`src/avm_pkg.sv`:
```
// ----------------------------------------------------------------------------
// avm_pkg: shared types, constants and tables for the voltmeter display driver
// Holds the sample group size, the constant multipliers used for exact
// division, the seven-segment table and the back-end state encoding.
// ----------------------------------------------------------------------------
`default_nettype none

package avm_pkg;

  // Samples averaged into one reading (1 to 16).
  localparam int SAMPLES   = 10;

  localparam int SAMPLE_W  = 10;
  localparam int SUM_W     = 14;
  localparam int CNT_W     = 6;

  // Exact floor(sum / SAMPLES) for every 14-bit sum by a rounded-up reciprocal.
  localparam int RECIP_SH  = 18;
  localparam int RECIP     = (2**RECIP_SH + SAMPLES - 1) / SAMPLES;
  localparam int RECIP_W   = $clog2(RECIP + 1);
  localparam int AVG_PW    = SUM_W + RECIP_W;

  // Millivolts: floor(avg * 625 / 128).
  localparam int MV_MUL_W  = 10;
  localparam logic [MV_MUL_W-1:0] MV_MUL = MV_MUL_W'(625);
  localparam int MV_SH     = 7;
  localparam int MV_PW     = SUM_W + MV_MUL_W;
  localparam int MV_W      = 17;

  // Exact floor(v / 10) for v below 81920.
  localparam int DIV10_W   = 16;
  localparam logic [DIV10_W-1:0] DIV10_MUL = DIV10_W'(52429);
  localparam int DIV10_SH  = 19;
  localparam int DIV10_PW  = MV_W + DIV10_W;

  localparam int WORD_W    = 16;
  localparam int BIT_W     = 4;
  localparam logic [BIT_W-1:0] LAST_BIT = BIT_W'(WORD_W - 1);

  localparam int Q_DEPTH   = 2;
  localparam int Q_AW      = $clog2(Q_DEPTH);

  typedef logic [SUM_W-1:0] sum_t;

  typedef struct packed {
    logic full;
    logic empty;
  } q_stat_t;

  typedef enum logic [2:0] {
    BK_IDLE,
    BK_AVG,
    BK_MV,
    BK_DIV10,
    BK_SEG,
    BK_SHIFT
  } bk_state_t;

  // Active-low segment patterns, bit 0 shifted out first.
  function automatic logic [7:0] seg_pattern(input logic [3:0] digit);
    logic [7:0] pat;
    case (digit)
      4'd0:    pat = 8'h03;
      4'd1:    pat = 8'h9F;
      4'd2:    pat = 8'h25;
      4'd3:    pat = 8'h0D;
      4'd4:    pat = 8'h99;
      4'd5:    pat = 8'h49;
      4'd6:    pat = 8'h41;
      4'd7:    pat = 8'h1F;
      4'd8:    pat = 8'h01;
      4'd9:    pat = 8'h09;
      default: pat = 8'hFF;
    endcase
    return pat;
  endfunction

endpackage

`default_nettype wire

```
`src/avm_front.sv`:
```
// ----------------------------------------------------------------------------
// avm_front: sample accumulator
// Sums incoming samples and pushes the finished sum of each group into the
// reading queue.
// ----------------------------------------------------------------------------
`default_nettype none

module avm_front (
  input  wire logic                          clk,
  input  wire logic                          rst_n,
  input  wire logic                          in_valid,
  output logic                               in_stall,
  input  wire logic [avm_pkg::SAMPLE_W-1:0]  in_adc_sample,
  input  wire avm_pkg::q_stat_t              q_stat,
  output logic                               q_push,
  output avm_pkg::sum_t                      q_wdata
);
  import avm_pkg::*;

  logic [SUM_W-1:0] sum_r, sum_nxt;
  logic [CNT_W-1:0] count_r, count_nxt;
  logic             accept;
  logic [SUM_W-1:0] sum_add;
  logic [CNT_W-1:0] count_add;
  logic             done;

  // Stalling on a full queue keeps a completing sample from being lost.
  assign in_stall  = q_stat.full;
  assign accept    = in_valid && !in_stall;
  assign sum_add   = sum_r + SUM_W'(in_adc_sample);
  assign count_add = count_r + CNT_W'(1);
  assign done      = (count_add >= CNT_W'(SAMPLES));

  assign q_push  = accept && done;
  assign q_wdata = sum_add;

  always_comb begin
    sum_nxt   = sum_r;
    count_nxt = count_r;
    if (accept) begin
      if (done) begin
        sum_nxt   = '0;
        count_nxt = '0;
      end else begin
        sum_nxt   = sum_add;
        count_nxt = count_add;
      end
    end
  end

  always_ff @(posedge clk) begin
    if (!rst_n) begin
      sum_r   <= '0;
      count_r <= '0;
    end else begin
      sum_r   <= sum_nxt;
      count_r <= count_nxt;
    end
  end

endmodule

`default_nettype wire

```
`src/avm_queue.sv`:
```
// ----------------------------------------------------------------------------
// avm_queue: two-entry reading queue
// Decouples the accumulator from the digit and serializer back end.
// ----------------------------------------------------------------------------
`default_nettype none

module avm_queue (
  input  wire logic              clk,
  input  wire logic              rst_n,
  input  wire logic              push,
  input  wire avm_pkg::sum_t     wdata,
  input  wire logic              pop,
  output avm_pkg::sum_t          rdata,
  output avm_pkg::q_stat_t       stat
);
  import avm_pkg::*;

  sum_t              mem_r [Q_DEPTH];
  logic [Q_AW-1:0]   wr_ptr_r, wr_ptr_nxt;
  logic [Q_AW-1:0]   rd_ptr_r, rd_ptr_nxt;
  logic [Q_AW:0]     fill_r, fill_nxt;
  logic              do_push;
  logic              do_pop;

  assign stat.full  = (fill_r == (Q_AW+1)'(Q_DEPTH));
  assign stat.empty = (fill_r == '0);
  assign do_push    = push && !stat.full;
  assign do_pop     = pop && !stat.empty;
  assign rdata      = mem_r[rd_ptr_r];

  always_comb begin
    wr_ptr_nxt = do_push ? wr_ptr_r + Q_AW'(1) : wr_ptr_r;
    rd_ptr_nxt = do_pop ? rd_ptr_r + Q_AW'(1) : rd_ptr_r;
    fill_nxt   = fill_r;
    if (do_push && !do_pop) begin
      fill_nxt = fill_r + (Q_AW+1)'(1);
    end else if (do_pop && !do_push) begin
      fill_nxt = fill_r - (Q_AW+1)'(1);
    end
  end

  always_ff @(posedge clk) begin
    if (do_push) begin
      mem_r[wr_ptr_r] <= wdata;
    end
  end

  always_ff @(posedge clk) begin
    if (!rst_n) begin
      wr_ptr_r <= '0;
      rd_ptr_r <= '0;
      fill_r   <= '0;
    end else begin
      wr_ptr_r <= wr_ptr_nxt;
      rd_ptr_r <= rd_ptr_nxt;
      fill_r   <= fill_nxt;
    end
  end

endmodule

`default_nettype wire

```
`src/avm_back.sv`:
```
// ----------------------------------------------------------------------------
// avm_back: digit extraction and serializer
// Turns a group sum into millivolts, picks the digit of the current display
// position and shifts out segment and digit-select bits.
// ----------------------------------------------------------------------------
`default_nettype none

module avm_back (
  input  wire logic              clk,
  input  wire logic              rst_n,
  input  wire avm_pkg::q_stat_t  q_stat,
  input  wire avm_pkg::sum_t     q_rdata,
  output logic                   q_pop,
  output logic                   out_valid,
  input  wire logic              out_stall,
  output logic                   out_serial_data,
  output logic                   out_latch_after
);
  import avm_pkg::*;

  bk_state_t         state_r, state_nxt;
  logic [SUM_W-1:0]  sum_r, sum_nxt;
  logic [SUM_W-1:0]  avg_r, avg_nxt;
  logic [MV_W-1:0]   v_r, v_nxt;
  logic [MV_W-1:0]   quo_r, quo_nxt;
  logic [1:0]        iter_r, iter_nxt;
  logic [1:0]        pos_r, pos_nxt;
  logic [WORD_W-1:0] word_r, word_nxt;
  logic [BIT_W-1:0]  bit_r, bit_nxt;
  logic              out_valid_r, out_valid_nxt;
  logic              out_data_r, out_data_nxt;
  logic              out_latch_r, out_latch_nxt;

  logic [AVG_PW-1:0]   avg_prod;
  logic [MV_PW-1:0]    mv_prod;
  logic [DIV10_PW-1:0] div_prod;
  logic [MV_W-1:0]     div_q;
  logic [MV_W-1:0]     rem_full;
  logic [3:0]          digit;
  logic [7:0]          sel_byte;
  logic                out_free;

  assign avg_prod = AVG_PW'(sum_r) * AVG_PW'(RECIP);
  assign mv_prod  = MV_PW'(avg_r) * MV_PW'(MV_MUL);
  assign div_prod = DIV10_PW'(v_r) * DIV10_PW'(DIV10_MUL);
  assign div_q    = MV_W'(div_prod >> DIV10_SH);
  // Remainder by ten: the quotient times ten is built from two shifts.
  assign rem_full = v_r - {quo_r[MV_W-4:0], 3'b000} - {quo_r[MV_W-2:0], 1'b0};
  assign digit    = rem_full[3:0];
  assign sel_byte = 8'h80 >> pos_r;
  assign out_free = !out_valid_r || !out_stall;

  // Next state.
  always_comb begin
    state_nxt = state_r;
    case (state_r)
      BK_IDLE:  if (!q_stat.empty) state_nxt = BK_AVG;
      BK_AVG:   state_nxt = BK_MV;
      BK_MV:    state_nxt = BK_DIV10;
      BK_DIV10: if (iter_r == 2'd0) state_nxt = BK_SEG;
      BK_SEG:   state_nxt = BK_SHIFT;
      BK_SHIFT: if (out_free && bit_r == LAST_BIT) state_nxt = BK_IDLE;
      default:  state_nxt = BK_IDLE;
    endcase
  end

  // Datapath and outputs.
  always_comb begin
    q_pop         = 1'b0;
    sum_nxt       = sum_r;
    avg_nxt       = avg_r;
    v_nxt         = v_r;
    quo_nxt       = quo_r;
    iter_nxt      = iter_r;
    pos_nxt       = pos_r;
    word_nxt      = word_r;
    bit_nxt       = bit_r;
    out_valid_nxt = out_valid_r && out_stall;
    out_data_nxt  = out_data_r;
    out_latch_nxt = out_latch_r;
    case (state_r)
      BK_IDLE: begin
        if (!q_stat.empty) begin
          q_pop   = 1'b1;
          sum_nxt = q_rdata;
        end
      end
      BK_AVG: begin
        avg_nxt = SUM_W'(avg_prod >> RECIP_SH);
      end
      BK_MV: begin
        v_nxt    = MV_W'(mv_prod >> MV_SH);
        // Thousands needs three divisions by ten, units none.
        iter_nxt = ~pos_r;
      end
      BK_DIV10: begin
        if (iter_r == 2'd0) begin
          quo_nxt = div_q;
        end else begin
          v_nxt    = div_q;
          iter_nxt = iter_r - 2'd1;
        end
      end
      BK_SEG: begin
        word_nxt = {sel_byte, seg_pattern(digit)};
        bit_nxt  = '0;
      end
      BK_SHIFT: begin
        if (out_free) begin
          out_valid_nxt = 1'b1;
          out_data_nxt  = word_r[0];
          out_latch_nxt = (bit_r == LAST_BIT);
          word_nxt      = word_r >> 1;
          bit_nxt       = bit_r + BIT_W'(1);
          if (bit_r == LAST_BIT) begin
            pos_nxt = pos_r + 2'd1;
          end
        end
      end
      default: begin
      end
    endcase
  end

  always_ff @(posedge clk) begin
    if (!rst_n) begin
      state_r     <= BK_IDLE;
      pos_r       <= '0;
      out_valid_r <= 1'b0;
    end else begin
      state_r     <= state_nxt;
      pos_r       <= pos_nxt;
      out_valid_r <= out_valid_nxt;
    end
  end

  always_ff @(posedge clk) begin
    sum_r       <= sum_nxt;
    avg_r       <= avg_nxt;
    v_r         <= v_nxt;
    quo_r       <= quo_nxt;
    iter_r      <= iter_nxt;
    word_r      <= word_nxt;
    bit_r       <= bit_nxt;
    out_data_r  <= out_data_nxt;
    out_latch_r <= out_latch_nxt;
  end

  assign out_valid       = out_valid_r;
  assign out_serial_data = out_data_r;
  assign out_latch_after = out_latch_r;

endmodule

`default_nettype wire

```
`src/adc_voltmeter_seven_segment_driver.sv`:
```
// ----------------------------------------------------------------------------
// adc_voltmeter_seven_segment_driver: multiplexed voltmeter display driver
// Averages converter samples, scales them to millivolts and shifts out the
// segment and digit-select bits of one display position per reading.
// ----------------------------------------------------------------------------
//  Channel   Direction  Handshake            Payload
//  in_       input      in_valid/in_stall    in_adc_sample[9:0]
//  out_      output     out_valid/out_stall  out_serial_data, out_latch_after
//
// Samples are taken one per cycle while the two-entry reading queue has room;
// the input stalls only when that queue is full.
// Each reading goes through arithmetic (one reciprocal multiply, one scaling
// multiply, up to four divide-by-ten steps) and then 16 transactions on the
// output, one per cycle unless the output stalls.
// Synchronous active-low reset clears the sum, the count, the queue and the
// display position (thousands digit first).
// ----------------------------------------------------------------------------
`default_nettype none

module adc_voltmeter_seven_segment_driver (
  input  wire logic                          clk,
  input  wire logic                          rst_n,
  input  wire logic                          in_valid,
  output logic                               in_stall,
  input  wire logic [avm_pkg::SAMPLE_W-1:0]  in_adc_sample,
  output logic                               out_valid,
  input  wire logic                          out_stall,
  output logic                               out_serial_data,
  output logic                               out_latch_after
);
  import avm_pkg::*;

  q_stat_t q_stat;
  logic    q_push;
  logic    q_pop;
  sum_t    q_wdata;
  sum_t    q_rdata;

  avm_front u_front (
    .clk           (clk),
    .rst_n         (rst_n),
    .in_valid      (in_valid),
    .in_stall      (in_stall),
    .in_adc_sample (in_adc_sample),
    .q_stat        (q_stat),
    .q_push        (q_push),
    .q_wdata       (q_wdata)
  );

  avm_queue u_queue (
    .clk   (clk),
    .rst_n (rst_n),
    .push  (q_push),
    .wdata (q_wdata),
    .pop   (q_pop),
    .rdata (q_rdata),
    .stat  (q_stat)
  );

  avm_back u_back (
    .clk             (clk),
    .rst_n           (rst_n),
    .q_stat          (q_stat),
    .q_rdata         (q_rdata),
    .q_pop           (q_pop),
    .out_valid       (out_valid),
    .out_stall       (out_stall),
    .out_serial_data (out_serial_data),
    .out_latch_after (out_latch_after)
  );

endmodule

`default_nettype wire
```
`config.mk`:
```
export PLATFORM = sky130hd
export DESIGN_NAME = adc_voltmeter_seven_segment_driver
export DESIGN_NICKNAME = d
export VERILOG_FILES = /design/src/avm_pkg.sv /design/src/avm_front.sv /design/src/avm_queue.sv /design/src/avm_back.sv /design/src/adc_voltmeter_seven_segment_driver.sv
export SDC_FILE = /design/constraint.sdc
export NUM_CORES = 1
export LEC_CHECK = 0
export BUFFER_PORTS_ARGS = -buffer_cell sky130_fd_sc_hd__buf_2
export CORE_ASPECT_RATIO = 1.4
export CORE_MARGIN = 3
export CORE_UTILIZATION = 24
export DETAILED_ROUTE_END_ITERATION = 7
export PLACE_DENSITY_LB_ADDON = 0.2
export SYNTH_ARGS = -nofsm -noshare
export SYNTH_HDL_FRONTEND = slang
export SYNTH_SLANG_ARGS = --single-unit
export TNS_END_PERCENT = 10
```
`constraint.sdc`:
```
create_clock -name clk -period 13.1 [get_ports clk]
set_input_delay 0.655 -clock clk [delete_from_list [all_inputs] [get_ports clk]]
set_output_delay 0.655 -clock clk [all_outputs]
set_load 0.005 [all_outputs]
```
==> key figures <==
Run status
  • Outcome: finished clean

Timing
  • Final Slew Violations: 0
  • RSZ-0062 raised after global routing: false
  • Rel. slew slack: ~28%
  • Setup TNS: 0 ns
  • Final setup violating endpoints: 0
  • Worst Skew: about 0.012 ns
  • Period Utilization, post-route: 48.12%
  • Final Hold Viols: 0
  • Measured slew at the worst slew-check pin: roughly 1.1 ns
  • Min cycle time layout: roughly 6.3 ns
  • Peak Freq: about 160 MHz

Logic synthesis
  • Primary FF master, synth: edfxtp_1
  • Mapped Area: roughly 14,000 um2
  • Top post-synthesis cells by area: ha_1, fa_1, edfxtp_1
  • FFs w/ async S/R, synth: 0%
  • Post-synth cell types: 60
  • Yosys top cell by area: ha_1
  • Number of flops mapped to enable cells by yosys: 94
  • Syn_nets: ~1.9k
  • Sequential fraction of the synthesis area: a little under a quarter
  • YS warnings: 0
  • Most common cell in the netlist: inv_1
  • Post-synth top area share: a little over a quarter
  • Cells after Synth: approximately 1.4k
  • Post-synth top cells: inv_1, ha_1, fa_1
  • Seq cells post-synth: ~120
  • Syn avg cell area: 10.40 um2

Clock tree
  • # hold bufs at CTS: 0
  • H-tree depth: 4
  • Worst-path clk slew: ~0.060 ns
  • Post-CTS setup buffers: 0
  • TritonCTS clock tree: built
  • Clk_lat worst skew: about 0.43 ns
  • Root Driver: clkbuf_16
  • Bufs on Longest Clock Path: 2
  • Total CTS buffers: 17
  • # resized after CTS: 0
  • CTS Sinks: 124

Worst setup path
  • Worst path arrival time: between 6 and 7 ns
  • CP Class: flop to flop
  • Top Family by Delay on Critical Path: adder cells
  • Worst path most repeated cell: inv_1
  • Instance count on the critical path: 22
  • Critical path buffer and inverter count: 6
  • Crit path cell chain: ha_1, inv_1, fa_1, inv_1, fa_1, inv_1, fa_1, inv_1, fa_1, inv_1, fa_1, inv_1, ha_1, nand4_1, nor3_1, o211ai_1, o21ai_1, nand4_1, a211oi_1, nor2_1, xor2_1, mux2i_1
  • Data required time of the worst path: 13.27 ns
  • Worst setup SP type: flop
  • CP max-delay cell: fa_1
  • CP max stage delay: 0.54 ns
  • Worst-path fanout max: 6
  • Reg2Reg Depth: 22
  • Critical path capture point type: flop

Flow run
  • Max Cap Viol: 0

Place
  • DP HPWL: around 27,000 um
  • I/O Buffers: 17
  • Placer congestion estimate: 0.8350

Drt
  • Vias: 9,170
  • Via-per-instance ratio: between 4 and 5
  • Top Metal Used: met4
  • WL met1: 11,680 um
  • Met3 wire len: around 390 um
  • DR iter-0 viols: between 200 and 250
  • DRT Wirelength: 31,100 um
  • DRT antenna net count: 0
  • First-pass detailed-route iteration total: 4
  • WL per Instance: around 14 um
  • Drt drc: 0
  • DR WL met2: 18,100 um

Layout
  • Fillers: about 6k
  • Ant. Diodes: 0
  • Share of layout cells above drive strength 1: 6.281%
  • # nets final: roughly 1.9k
  • Area delta synth->final: 11.04%

Global route
  • Initial antenna violation count: 0
  • Maximum number of pins on one net before global-route repair: 30
  • GRT Total Usage: 10.41%
  • Vias in the first global route: approximately 10k
  • Grt ovf: 0
  • First-pass GRT wire length: between 50,000 and 60,000 um

Die
  • Die Y: about 300 um
  • Placeable Area: about 59,000 um2
  • Chip width: between 200 and 250 um
  • Die area: approximately 63,000 um2
  • Initial Utilization: 24.39%
  • Ports: 18
  • # rows: 105

Hold path
  • Hold crit path type: flop to flop
  • Cell depth of the worst hold path: 0
routing by layer:
| layer | global-route usage [%] | vias up |
|---|---|---|
| li1 | - | 4589 |
| met1 | 10.41 | 4460 |
| met2 | 21.45 | 78 |
| met3 | 1.270 | 43 |
| met4 | 3.848 | 0 |
| met5 | 0 | - |
cells by family after synthesis:
group | after synthesis | synth area share (%)
simple gates | 204 | 6.724
buf+inv | 353 | 9.211
flops | 124 | 23.80
xor+xnor | 58 | 3.531
mux | 24 | 1.809
fa+ha+maj | 456 | 47.39
compound gates | 164 | 7.541
metrics by stage:
stage                     setup slack (ns)  instance area (um2)  util (%)  cells  hold slack, ns
final                                6.796                15970     27.08   2166          0.4253
after global routing                 6.431                15970     27.08   2166          0.4496
after CTS                            6.825                15970     27.08   2166          0.4321
after detailed placement             6.821                15380     26.08   2134          0.4223
after global placement               6.914                15380     26.08   2134          0.4204
after floorplan                      7.490                14390         -   1383          0.4003
cells in the final DEF (no fill, tap or decap), types with 11 or more instances in the layout:
cell,Yosys,final
o21a_1,11,11
clkbuf_16,0,17
buf_2,0,17
xor2_1,26,26
dfxtp_1,30,30
nand3_1,13,13
and3_1,16,16
a21oi_1,53,52
o21ai_0,25,25
nand2_1,59,59
nor3_1,15,14
a21o_1,16,16
edfxtp_1,94,94
inv_1,333,333
xnor2_1,32,32
ha_1,308,308
mux2_2,16,16
fa_1,148,148
nor2_1,55,55
registers in the layout, summed over array words and instances (netlist names), 2 cells and up:
| register | flops |
|---|---|
| u_back.quo_r | 3 |
| u_back.state_r | 3 |
| u_back.bit_r | 4 |
| u_front.sum_r | 14 |
| u_back.word_r | 16 |
| u_queue.mem_r | 28 |
| u_front.count_r | 6 |
| u_queue.fill_r | 2 |
| u_back.v_r | 14 |
| u_back.avg_r | 11 |
| u_back.sum_r | 14 |
| u_back.pos_r | 2 |
| u_back.iter_r | 2 |
path summary, 6_finish.rpt:
check / slack [ns] / to / start
max: 6.80 / u_back.v_r[12]$_DFFE_PP_ / u_back.v_r[3]$_DFFE_PP_
min: 0.43 / u_back.out_serial_data$_DFFE_PP_ / u_back.word_r[0]$_SDFFCE_PN1P_
max reg2reg: 6.80 / u_back.v_r[12]$_DFFE_PP_ / u_back.v_r[3]$_DFFE_PP_
min reg2reg: 0.43 / u_back.out_serial_data$_DFFE_PP_ / u_back.word_r[0]$_SDFFCE_PN1P_
worst reg2reg max path, cell delays in order (launching register included):
cell and delay (ns):
edfxtp_1 0.52, ha_1 0.40, inv_1 0.08, fa_1 0.53, inv_1 0.05, fa_1 0.52
inv_1 0.05, fa_1 0.54, inv_1 0.06, fa_1 0.53, inv_1 0.05, fa_1 0.52
inv_1 0.04, ha_1 0.28, nand4_1 0.12, nor3_1 0.21, o211ai_1 0.11, o21ai_1 0.45
nand4_1 0.32, a211oi_1 0.34, nor2_1 0.09, xor2_1 0.13, mux2i_1 0.09
area by class of cell:
| type | count | area [um2] | share of cell area [%] |
|---|---|---|---|
| Clock buffer | 17 | 425.4 | 2.663 |
| Clock inverter | 15 | 162.7 | 1.018 |
| Inverter | 333 | 1250 | 7.825 |
| Multi-Input combinational cell | 906 | 9652 | 60.43 |
| Sequential cell | 124 | 3423 | 21.43 |
| Tap cell | 749 | 937.1 | 5.867 |
| Timing Repair Buffer | 22 | 122.6 | 0.7677 |
Power is left out: the tool's default activity adds up to more than one toggle a clock period on the data nets, which glitch-free logic cannot reach.
